--- src/hw/rtl/essr_pkg.sv ---
// Package for the escape sequence stream recognizer.
// Holds the sequence ROM image, the byte constants and the status codes.
// It has no dependencies.
`default_nettype none

package essr_pkg;

  localparam int TableRows  = 53;
  localparam int SeqColumns = 5;
  localparam int RowW       = 6;
  localparam int ColW       = 3;

  localparam logic [7:0] PadByte   = 8'hFF;
  localparam logic [7:0] WildByte  = 8'd63;
  localparam logic [7:0] SpaceByte = 8'd32;
  localparam logic [7:0] EscByte   = 8'd27;
  localparam logic [7:0] GsByte    = 8'd29;
  localparam logic [7:0] FmtLow    = 8'd8;
  localparam logic [7:0] FmtHigh   = 8'd13;

  typedef enum logic [1:0] {
    STATUS_NONE  = 2'd0,
    STATUS_BUSY  = 2'd1,
    STATUS_FOUND = 2'd2
  } status_e;

  // Sorted control sequences; 0xFF pads a row, 63 matches any byte.
  localparam logic [7:0] SeqRom [TableRows][SeqColumns] = '{
    '{8'd7,  8'd255, 8'd255, 8'd255, 8'd255}, '{8'd7,  8'd27,  8'd255, 8'd255, 8'd255},
    '{8'd14, 8'd255, 8'd255, 8'd255, 8'd255}, '{8'd20, 8'd255, 8'd255, 8'd255, 8'd255},
    '{8'd27, 8'd7,   8'd10,  8'd50,  8'd7},   '{8'd27, 8'd7,   8'd11,  8'd55,  8'd7},
    '{8'd27, 8'd32,  8'd63,  8'd255, 8'd255}, '{8'd27, 8'd33,  8'd0,   8'd32,  8'd63},
    '{8'd27, 8'd33,  8'd63,  8'd255, 8'd255}, '{8'd27, 8'd45,  8'd0,   8'd255, 8'd255},
    '{8'd27, 8'd45,  8'd63,  8'd255, 8'd255}, '{8'd27, 8'd64,  8'd255, 8'd255, 8'd255},
    '{8'd27, 8'd69,  8'd0,   8'd255, 8'd255}, '{8'd27, 8'd69,  8'd63,  8'd255, 8'd255},
    '{8'd27, 8'd70,  8'd0,   8'd50,  8'd50},  '{8'd27, 8'd71,  8'd0,   8'd255, 8'd255},
    '{8'd27, 8'd71,  8'd63,  8'd255, 8'd255}, '{8'd27, 8'd73,  8'd255, 8'd255, 8'd255},
    '{8'd27, 8'd77,  8'd63,  8'd255, 8'd255}, '{8'd27, 8'd80,  8'd0,   8'd25,  8'd250},
    '{8'd27, 8'd80,  8'd0,   8'd64,  8'd240}, '{8'd27, 8'd80,  8'd0,   8'd63,  8'd255},
    '{8'd27, 8'd97,  8'd63,  8'd255, 8'd255}, '{8'd27, 8'd99,  8'd63,  8'd63,  8'd255},
    '{8'd27, 8'd100, 8'd63,  8'd255, 8'd255}, '{8'd27, 8'd105, 8'd255, 8'd255, 8'd255},
    '{8'd27, 8'd109, 8'd255, 8'd255, 8'd255}, '{8'd27, 8'd110, 8'd0,   8'd25,  8'd250},
    '{8'd27, 8'd112, 8'd0,   8'd63,  8'd63},  '{8'd27, 8'd112, 8'd1,   8'd63,  8'd63},
    '{8'd27, 8'd112, 8'd32,  8'd63,  8'd63},  '{8'd27, 8'd112, 8'd48,  8'd63,  8'd63},
    '{8'd27, 8'd112, 8'd49,  8'd63,  8'd63},  '{8'd27, 8'd114, 8'd0,   8'd255, 8'd255},
    '{8'd27, 8'd114, 8'd1,   8'd255, 8'd255}, '{8'd27, 8'd114, 8'd48,  8'd255, 8'd255},
    '{8'd27, 8'd114, 8'd49,  8'd255, 8'd255}, '{8'd27, 8'd116, 8'd63,  8'd255, 8'd255},
    '{8'd27, 8'd118, 8'd255, 8'd255, 8'd255}, '{8'd27, 8'd120, 8'd1,   8'd255, 8'd255},
    '{8'd27, 8'd122, 8'd49,  8'd7,   8'd255}, '{8'd29, 8'd35,  8'd63,  8'd255, 8'd255},
    '{8'd29, 8'd47,  8'd63,  8'd255, 8'd255}, '{8'd29, 8'd66,  8'd0,   8'd255, 8'd255},
    '{8'd29, 8'd66,  8'd63,  8'd255, 8'd255}, '{8'd29, 8'd86,  8'd0,   8'd255, 8'd255},
    '{8'd29, 8'd86,  8'd63,  8'd255, 8'd255}, '{8'd29, 8'd86,  8'd48,  8'd255, 8'd255},
    '{8'd29, 8'd86,  8'd49,  8'd255, 8'd255}, '{8'd29, 8'd86,  8'd65,  8'd63,  8'd255},
    '{8'd29, 8'd86,  8'd66,  8'd63,  8'd255}, '{8'd29, 8'd114, 8'd63,  8'd255, 8'd255},
    '{8'd30, 8'd255, 8'd255, 8'd255, 8'd255}
  };

  // Reads one ROM byte; anything outside the table reads as padding.
  function automatic logic [7:0] rom_byte(logic [RowW-1:0] row, logic [ColW-1:0] col);
    logic [7:0] b;
    b = PadByte;
    if ((int'(row) < TableRows) && (int'(col) < SeqColumns)) begin
      b = SeqRom[row][col];
    end
    return b;
  endfunction

endpackage

`default_nettype wire

--- src/hw/rtl/escape_sequence_stream_recognizer.sv ---
// Top level of the escape sequence stream recognizer.
// Uses essr_pkg for the ROM image, byte constants and status codes.
`default_nettype none

// The recognizer takes one printer data byte per input transaction and
// returns exactly one result transaction per byte: a status of none, busy
// (inside a control sequence) or found, with the matched ROM row when the
// status is found and 0 otherwise. Internally a row window [low, high] over
// a sorted ROM of 53 rows by 5 columns is narrowed for each byte by one
// shared byte comparator under a small sequencer: the low row steps up one
// row per cycle, then the high row steps down one row per cycle, then the
// last non-padding column of a lone remaining row is located one column per
// cycle. A byte therefore passes through an accept step, the two row scans
// that together move the window edges by at most 52 rows, one decision
// step for each scan, the column search and a hand-over step; idle bytes
// and aborts without restart go straight from accept to hand-over. The row
// scans dominate the time per byte; the hand-over waits while the output
// register holds a result not yet taken. Input stall is low only while the
// sequencer is idle; a finished result sits in an output register, so the
// next byte can be accepted while that result still waits to be taken.
module escape_sequence_stream_recognizer
  import essr_pkg::*;
(
  input  wire logic            clk_i,
  input  wire logic            rst_ni,
  input  wire logic            in_valid_i,
  output logic                 in_stall_o,
  input  wire logic [7:0]      in_byte_i,
  output logic                 out_valid_o,
  input  wire logic            out_stall_i,
  output logic [1:0]           match_status_o,
  output logic [RowW-1:0]      row_found_o
);

  typedef enum logic [4:0] {
    ST_IDLE   = 5'b00001,
    ST_SCANLO = 5'b00010,
    ST_SCANHI = 5'b00100,
    ST_LAST   = 5'b01000,
    ST_FINISH = 5'b10000
  } state_e;

  state_e          state_q, state_d;
  logic            seq_q, seq_d;
  logic [ColW-1:0] col_q, col_d;
  logic [ColW-1:0] last_q, last_d;
  logic [RowW-1:0] lo_q, lo_d;
  logic [RowW-1:0] hi_q, hi_d;
  logic [7:0]      byte_q, byte_d;
  status_e         res_status_q, res_status_d;
  logic [RowW-1:0] res_row_q, res_row_d;
  logic            out_valid_q, out_valid_d;
  status_e         out_status_q, out_status_d;
  logic [RowW-1:0] out_row_q, out_row_d;

  logic            in_accept;
  logic            seq_kept;
  logic            start_seq;
  logic [RowW-1:0] unit_row;
  logic [ColW-1:0] unit_col;
  logic [7:0]      unit_ref;
  logic [7:0]      unit_byte;
  logic            unit_eq;
  logic            out_free;

  assign in_stall_o = (state_q != ST_IDLE);
  assign in_accept  = in_valid_i && !in_stall_o;
  assign out_free   = !out_valid_q || !out_stall_i;

  // An escape or group separator drops a running match; any control byte
  // outside the format effector range then opens a new one.
  assign seq_kept  = seq_q && (in_byte_i != EscByte) && (in_byte_i != GsByte);
  assign start_seq = !seq_kept && (in_byte_i < SpaceByte) &&
                     ((in_byte_i < FmtLow) || (in_byte_i > FmtHigh));

  // The shared unit: one ROM read and one byte compare per cycle. The high
  // scan addresses the high row, the column search looks for padding one
  // column past the current last column.
  always_comb begin
    unit_row = lo_q;
    unit_col = col_q;
    unit_ref = byte_q;
    if (state_q == ST_SCANHI) begin
      unit_row = hi_q;
    end
    if (state_q == ST_LAST) begin
      unit_col = last_q + ColW'(1);
      unit_ref = PadByte;
    end
  end

  assign unit_byte = rom_byte(unit_row, unit_col);
  assign unit_eq   = (unit_byte == unit_ref);

  always_comb begin
    state_d      = state_q;
    seq_d        = seq_q;
    col_d        = col_q;
    last_d       = last_q;
    lo_d         = lo_q;
    hi_d         = hi_q;
    byte_d       = byte_q;
    res_status_d = res_status_q;
    res_row_d    = res_row_q;
    out_valid_d  = out_valid_q;
    out_status_d = out_status_q;
    out_row_d    = out_row_q;

    if (out_valid_q && !out_stall_i) begin
      out_valid_d = 1'b0;
    end

    case (state_q)
      ST_IDLE: begin
        if (in_accept) begin
          byte_d       = in_byte_i;
          res_status_d = STATUS_NONE;
          res_row_d    = '0;
          if (start_seq) begin
            seq_d   = 1'b1;
            col_d   = '0;
            lo_d    = '0;
            hi_d    = RowW'(TableRows - 1);
            state_d = ST_SCANLO;
          end else if (!seq_kept) begin
            // Idle byte that opens nothing, or an abort with no restart.
            seq_d   = 1'b0;
            state_d = ST_FINISH;
          end else if (int'(col_q) >= SeqColumns) begin
            // The sequence ran past the last table column.
            seq_d   = 1'b0;
            state_d = ST_FINISH;
          end else begin
            state_d = ST_SCANLO;
          end
        end
      end
      ST_SCANLO: begin
        if ((lo_q < hi_q) && !unit_eq) begin
          lo_d = lo_q + RowW'(1);
        end else if (unit_eq || (unit_byte == WildByte)) begin
          state_d = ST_SCANHI;
        end else begin
          seq_d        = 1'b0;
          res_status_d = STATUS_NONE;
          state_d      = ST_FINISH;
        end
      end
      ST_SCANHI: begin
        if ((hi_q > lo_q) && !unit_eq) begin
          hi_d = hi_q - RowW'(1);
        end else if (hi_q == lo_q) begin
          last_d  = col_q;
          state_d = ST_LAST;
        end else begin
          col_d        = col_q + ColW'(1);
          res_status_d = STATUS_BUSY;
          state_d      = ST_FINISH;
        end
      end
      ST_LAST: begin
        if ((int'(last_q) < SeqColumns - 1) && !unit_eq) begin
          last_d = last_q + ColW'(1);
        end else begin
          col_d   = col_q + ColW'(1);
          state_d = ST_FINISH;
          if (col_q == last_q) begin
            seq_d        = 1'b0;
            res_status_d = STATUS_FOUND;
            res_row_d    = lo_q;
          end else begin
            res_status_d = STATUS_BUSY;
          end
        end
      end
      ST_FINISH: begin
        if (out_free) begin
          out_valid_d  = 1'b1;
          out_status_d = res_status_q;
          out_row_d    = res_row_q;
          state_d      = ST_IDLE;
        end
      end
      default: begin
        state_d = ST_IDLE;
      end
    endcase
  end

  always_ff @(posedge clk_i or negedge rst_ni) begin
    if (!rst_ni) begin
      state_q     <= ST_IDLE;
      seq_q       <= 1'b0;
      col_q       <= '0;
      lo_q        <= '0;
      hi_q        <= '0;
      out_valid_q <= 1'b0;
    end else begin
      state_q     <= state_d;
      seq_q       <= seq_d;
      col_q       <= col_d;
      lo_q        <= lo_d;
      hi_q        <= hi_d;
      out_valid_q <= out_valid_d;
    end
  end

  always_ff @(posedge clk_i) begin
    last_q       <= last_d;
    byte_q       <= byte_d;
    res_status_q <= res_status_d;
    res_row_q    <= res_row_d;
    out_status_q <= out_status_d;
    out_row_q    <= out_row_d;
  end

  assign out_valid_o    = out_valid_q;
  assign match_status_o = out_status_q;
  assign row_found_o    = out_row_q;

endmodule

`default_nettype wire

--- config.mk ---
export PLATFORM = sky130hd
export DESIGN_NAME = escape_sequence_stream_recognizer
export DESIGN_NICKNAME = d
export VERILOG_FILES = /design/src/hw/rtl/essr_pkg.sv /design/src/hw/rtl/escape_sequence_stream_recognizer.sv
export SDC_FILE = /design/constraint.sdc
export NUM_CORES = 1
export LEC_CHECK = 0
export BUFFER_PORTS_ARGS = -buffer_cell sky130_fd_sc_hd__buf_2
export CORE_ASPECT_RATIO = 1.75
export CORE_MARGIN = 4
export CORE_UTILIZATION = 57
export CTS_BUF_LIST = sky130_fd_sc_hd__clkbuf_4 sky130_fd_sc_hd__clkbuf_8
export DETAILED_ROUTE_END_ITERATION = 10
export PLACE_DENSITY = 0.72
export SETUP_SLACK_MARGIN = 0.3
export SLEW_MARGIN = 0
export SYNTH_ARGS = -nofsm -noshare
export SYNTH_HDL_FRONTEND = slang
export SYNTH_SLANG_ARGS = --single-unit
--- constraint.sdc ---
create_clock -name clk_i -period 5.9 [get_ports clk_i]
set_input_delay 1.77 -clock clk_i [delete_from_list [all_inputs] [get_ports clk_i]]
set_output_delay 1.77 -clock clk_i [all_outputs]
set_load 0.02 [all_outputs]
* Word level (Yosys, flattened, before mapping)
Memory sizes are Yosys's and may differ from the RTL's.
Cells that the tools add are included.
** Operators by class
- Bitwise operators :: 2
- Magnitude comparators :: 11
- Add/subtract/negate cells :: 4
- Mux-type cells :: 62
- Eq/ne operators :: 26
- Reductions and logical operators :: 35
** Operators by type and width (number)
- 40-bit two-way mux :: 2
- 6-bit two-way mux :: 10
- 5-bit two-way mux :: 10
- 6-bit case mux with 2 select lines :: 3
- 8-bit two-way mux :: 4
- 3-bit two-way mux :: 9
- 5-bit case mux with 5 select lines :: 1
- 8-bit binary-select mux with 3-bit select :: 1
- 2-bit inequality test, second input constant :: 9
- 8-bit by 5-bit inequality test with 1-bit output, second input constant :: 2
- 4-bit AND reduction :: 4
- 2-bit two-way mux :: 7
- 7-bit AND reduction :: 2
- 1-bit two-way mux :: 11
- 1-bit logical AND :: 10
- 3-bit case mux with 3 select lines :: 1
- 8-bit by 6-bit equality test with 1-bit output, second input constant :: 1
- 8-bit equality test :: 1
- 8-bit by 4-bit > comparator with 1-bit output, second input constant :: 1
- 8-bit by 4-bit less-than comparator with 1-bit output, second input constant :: 1
- 8-bit by 6-bit less-than comparator with 1-bit output, second input constant :: 1
- 2-bit by 1-bit inequality test with 1-bit output, second input constant :: 4
- 2-bit case mux with 4 select lines :: 1
- 2-bit nonzero test :: 4
- 30 further kinds :: 40
** Storage, ports and cells
- Word-level logic and storage cells :: 153
- ROM bits :: 2560
- Register bits :: 49
- Memories :: 1
** Memories
- (name not given) :: words 64, bits a word 40, read ports 1, clocked after memory_dff 0, write ports 0, RTL line essr_pkg.sv:63 : b = SeqRom[row][col];

* Logic depth before layout (Yosys ltp)
- Depth after elaboration :: 15
- Gate-level depth with buffers :: 25
- Depth with buffers taken out :: 18

* Worst setup path after synthesis
No wires, ideal clock.
- Path kind :: register to register
- Start :: register state_q[2]
- End :: register res_row_q[0], enable pin
- Cell stages (with the launch flop) :: 25
- Required time :: 5.581 ns
- Data arrival time :: 5.061 ns
- Path buffers :: 7
- Slack :: 0.521 ns
- Period minus slack after synthesis :: 5.379 ns
- Path through :: dfrtp_1 > nor2b_2 > buf_4 > nand2_2 > clkbuf_1 > buf_2 > clkbuf_1 > nor2_1 > a21o_1 > inv_1 > ha_1 > clkbuf_1 > inv_1 > or3_1 > a32o_1 > o31ai_1 > a21oi_1 > a22o_1 > a21oi_1 > o211ai_1 > or4_1 > buf_2 > clkbuf_1 > nand2_1 > o21a_1
** Between the ends
- Longest elaborated chain between the ends :: 15
** Ends and longest elaborated chain
- start, declared :: RTL line escape_sequence_stream_recognizer.sv:43 : state_e state_q, state_d;
- start signal, assigned :: RTL line escape_sequence_stream_recognizer.sv:199 : state_q <= state_d;
- 5-bit by 3-bit equality test with 1-bit output :: RTL line escape_sequence_stream_recognizer.sv:83 : if (state_q == ST_SCANHI) begin
- 6-bit two-way mux :: RTL line escape_sequence_stream_recognizer.sv:83
- 6-bit NOT with 7-bit output (implied by the code) :: RTL line essr_pkg.sv:63
- memory 64 x 40 bit
- 40-bit two-way mux (implied by the code) (2 in a row) :: RTL line essr_pkg.sv:63
- 8-bit binary-select mux with 3-bit select :: RTL line essr_pkg.sv:63
- 8-bit two-way mux (implied by the code) (2 in a row) :: RTL line essr_pkg.sv:63
- 8-bit two-way mux :: RTL line essr_pkg.sv:62 : if ((int'(row) < TableRows) && (int'(col) < SeqColumns)) begin
- 8-bit equality test :: RTL line escape_sequence_stream_recognizer.sv:93 : assign unit_eq = (unit_byte == unit_ref);
- 1-bit logical NOT :: RTL line escape_sequence_stream_recognizer.sv:162 : if ((int'(last_q) < SeqColumns - 1) && !unit_eq) begin
- 1-bit logical AND :: RTL line escape_sequence_stream_recognizer.sv:162
- 2-bit inequality test (no line)
- 4-bit AND reduction (no line) (*)
- end signal, assigned :: RTL line escape_sequence_stream_recognizer.sv:212 : res_row_q <= res_row_d;
- end, declared :: RTL line escape_sequence_stream_recognizer.sv:51 : logic [RowW-1:0] res_row_q, res_row_d;
Mark *: on every way between the ends. The rest lies on a longest branch, timed or not. The select of a mux whose other input is x is not followed.
A chain may end at the register's enable or synchronous reset.

* Worst setup path in the final report
- Start :: register state_q[4]
- End :: register lo_q[2]
** Between the ends
- Longest elaborated chain between the ends :: 15
** Ends and longest elaborated chain
- 5-bit by 3-bit equality test with 1-bit output :: RTL line escape_sequence_stream_recognizer.sv:83
- 6-bit two-way mux :: RTL line escape_sequence_stream_recognizer.sv:83
- 6-bit NOT with 7-bit output (implied by the code) :: RTL line essr_pkg.sv:63
- memory 64 x 40 bit
- 40-bit two-way mux (implied by the code) (2 in a row) :: RTL line essr_pkg.sv:63
- 8-bit binary-select mux with 3-bit select :: RTL line essr_pkg.sv:63
- 8-bit two-way mux (implied by the code) (2 in a row) :: RTL line essr_pkg.sv:63
- 8-bit two-way mux :: RTL line essr_pkg.sv:62
- 8-bit equality test :: RTL line escape_sequence_stream_recognizer.sv:93
- 1-bit logical NOT :: RTL line escape_sequence_stream_recognizer.sv:139 : if ((lo_q < hi_q) && !unit_eq) begin
- 1-bit logical AND :: RTL line escape_sequence_stream_recognizer.sv:139
- 2-bit inequality test (no line)
- 4-bit AND reduction (no line)
- end signal, assigned :: RTL line escape_sequence_stream_recognizer.sv:202 : lo_q <= lo_d;
- end, declared :: RTL line escape_sequence_stream_recognizer.sv:47 : logic [RowW-1:0] lo_q, lo_d;
Parallel ways exist; a longest one is shown, timed or not. The select of a mux whose other input is x is not followed.

==> metrics.md <==
| Metric | Value |
|---|---|
| Run status | `finished clean` |
| Routed WL | `24.7 mm` |
| Pwr/cell area | `498 nW/um2` |
| ANT cells | `0` |
| Initial core utilization | `59.2%` |
| Dpl hpwl | `17.6 mm` |
| Worst Tran Pin Value | `1.43 ns` |
| Net Count, Synth | `769` |
| IO buf count | `21` |
| Flops & latches, synth | `49` |
| Post-Synthesis Cells | `738` |
| Buf/Inv on CP | `1` |
| Crit path kind | `reg2reg` |
| Postcts setup bufs | `0` |
| CTS H-Tree Depth | `2` |
| Ranking of synthesized cells by area | `edfxtp_1 14%, dfrtp_1 9.3%, a21oi_1 4.6%, o21ai_0 4.5%, nor2_1 4.3%` |
| Clock root cell | `clkbuf_8` |
| Count of clock tree sinks | `49` |
| Core area | `9590 um2` |
| Arr. time, crit path | `5.68 ns` |
| Pins Over Slew Limit | `0` |
| Maximum VDD drop | `422 uV` |
| Most frequent cells in the layout | `64 x nor2_1, 51 x a21oi_1, 50 x o21ai_0, 50 x nand2_1, 30 x nand3_1` |
| Core Rows | `47` |
| Max cap viols | `0` |
| Ratio of final minimum period to clock period | `92.3%` |
| Vias in the first global route | `6492` |
| Routability cong. | `1.11` |
| Critical Path RT | `6.13 ns` |
| Clock Path Buffers | `2` |
| Post-synth EDFFs | `27` |
| Highest clock rate | `184 MHz` |
| Setup violators final | `0` |
| Final Cell Area | `5950 um2` |
| First-pass GRT wire length | `37.9 mm` |
| Post-DRT Antenna Nets | `0` |
| Area Growth Syn to Fin | `4.83%` |
| Hold_buf cts | `0` |
| DR pass1 iterations | `8` |
| Tmin final | `5.45 ns` |
| Slew Limit Headroom | `3.19%` |
| Layout cell share with drive strength beyond 1 | `12.5%` |
| Overall Global Routing Usage | `42.4%` |
| Largest net degree at the start of global routing | `42` |
| Residual DRC | `0` |
| WL/cell | `29.0 um` |
| Final Util | `62.0%` |
| Routed vias/inst | `7.90` |
| Worst path slowest cell | `or4_1` |
| Cell family with most CP delay | `compound AO/OA/AOI/OAI gates` |
| Library cells used by synthesis | `88` |
| # IOs | `22` |
| Type of origin of the critical path | `flip-flop` |
| Largest area contributor in the netlist | `edfxtp_1` |
| Unrepaired setup endpoints after global routing | `false` |
| Setup Skew | `0.0170 ns` |
| Post-layout nets | `759` |
| CP max stage delay | `0.66 ns` |
| Main flop type after synthesis | `edfxtp_1` |
| Final-layout fill cell count | `838` |
| Die ar. | `11700 um2` |
| Yosys top cell area share | `14.3%` |
| TritonCTS buffer count | `5` |
| Post-synthesis area per instance | `7.69 um2` |
| Placed inst area | `5800 um2` |
| Drt first-iter violations | `1388` |
| Seq/Total Area, Yosys | `24.0%` |
| Worst min path class | `reg2reg` |
| Die Height | `140 um` |
| Final hold violations | `0` |
| Clk slew on worst S/H paths | `0.11 ns` |
| CTS tree | `done` |
| Pleak | `2.23 nW` |
| Commonest non-fill, non-tap cell in the layout | `nor2_1` |
| Yosys warnings | `0` |
| Gr ovfl total | `0` |
| Post-synth ARST share | `44.9%` |
| Cell mode on critical path | `nor2_1` |
| Initial antenna violation count | `0` |
| Setup TNS | `0 ns` |
| Setup crit end kind | `flip-flop` |
| Placed insts | `843` |
| Cts repair resizes | `0` |
| Finished Layout Cells | `851` |
| Worst skew pair latency | `0.33 ns` |
| Die width | `83.4 um` |
| Synthesized area | `5670 um2` |
| Worst path cell trace | `nor3_4, nand2_2, nor2_1, a21o_1, ha_1, o21ai_0, o211ai_1, a211oi_1, a2111oi_0, nor2_1, a221oi_1, o2111ai_1, or4_1, buf_4, a21oi_4, a2bb2oi_1` |
| Via count | `6720` |
| Crit Path Max Fanout | `24` |
power breakdown:
group	leakage [nW]	switching [mW]	total [mW]	internal, mW
clock network	0.0511	0.130	0.218	0.0885
registers	0.525	0.206	0.676	0.471
logic	1.66	1.42	2.07	0.646
stage by stage:
step / hold WS, ns / setup slack (ns) / power, mW
final: 0.408 / 0.455 / 2.96
after detailed placement: 0.405 / 0.500 / 2.56
after global placement: 0.405 / 0.616 / 2.54
after global routing: 0.415 / 0.300 / 3.07
after floorplan: 0.400 / 0.521 / 1.90
after CTS: 0.416 / 0.464 / 2.78
area by class of cell:
class	count	area, um2	share of cell area [%]
Clock buffer	5	68.8	1.16
Clock inverter	3	33.8	0.568
Inverter	29	109	1.83
Multi-Input combinational cell	600	3950	66.4
Sequential cell	49	1360	22.9
Tap cell	122	153	2.57
Timing Repair Buffer	43	270	4.55
synthesized netlist by cell type (all sizes together) (7+ instances only):
master	count
nor4	15
xor2	8
nand2b	14
nand4	11
dfrtp	21
a211oi	15
o31ai	10
o22ai	7
inv	27
edfxtp	27
o211ai	13
buf	26
nand2	51
and2	10
a21oi	54
mux2i	11
o21ai	55
nor2	68
nor2b	17
nor3	32
a21o	8
ha	19
clkbuf	34
nand3b	7
a31oi	19
nand3	30
and3	7
sequential cells by signal, summed over array words and instances, names as in the netlist:
name            count
byte_q              8
hi_q                6
lo_q                6
res_row_q           6
row_found_o         6
state_q             5
col_q               3
last_q              3
match_status_o      2
res_status_q        2
out_valid_o         1
seq_q               1
layer usage:
metal	wire length [um]	vias to the layer above	GRT usage, %
met3	2900	205	9.64
met2	11400	615	69.5
met5	0	-	0
li1	-	2799	-
met4	2450	0	32.1
met1	7930	3101	47.2
cell families after synthesis:
kind of cell	after synthesis	synth area share [%]
AND/OR/NAND/NOR	288	27.1
flip-flops	49	24.0
buffers and inverters	89	7.06
AO/OA/AOI/OAI	266	32.9
adder cells (fa/ha/maj)	19	4.19
multiplexers	17	3.20
XOR/XNOR	10	1.54
worst paths after layout:
kind	startpoint	endpoint	slack, ns	depth (start not counted)
setup / recovery	state_q[4]	lo_q[2]	0.45	16
hold / removal	res_row_q[2]	row_found_o[2]	0.41	0
setup reg to reg	state_q[4]	lo_q[2]	0.45	16
hold reg to reg	res_row_q[2]	row_found_o[2]	0.41	0
max in group asynchronous	rst_ni	state_q[0]	4.13	1
min in group asynchronous	rst_ni	hi_q[5]	1.39	1
Note: power is estimated with default switching activity, not from simulation.
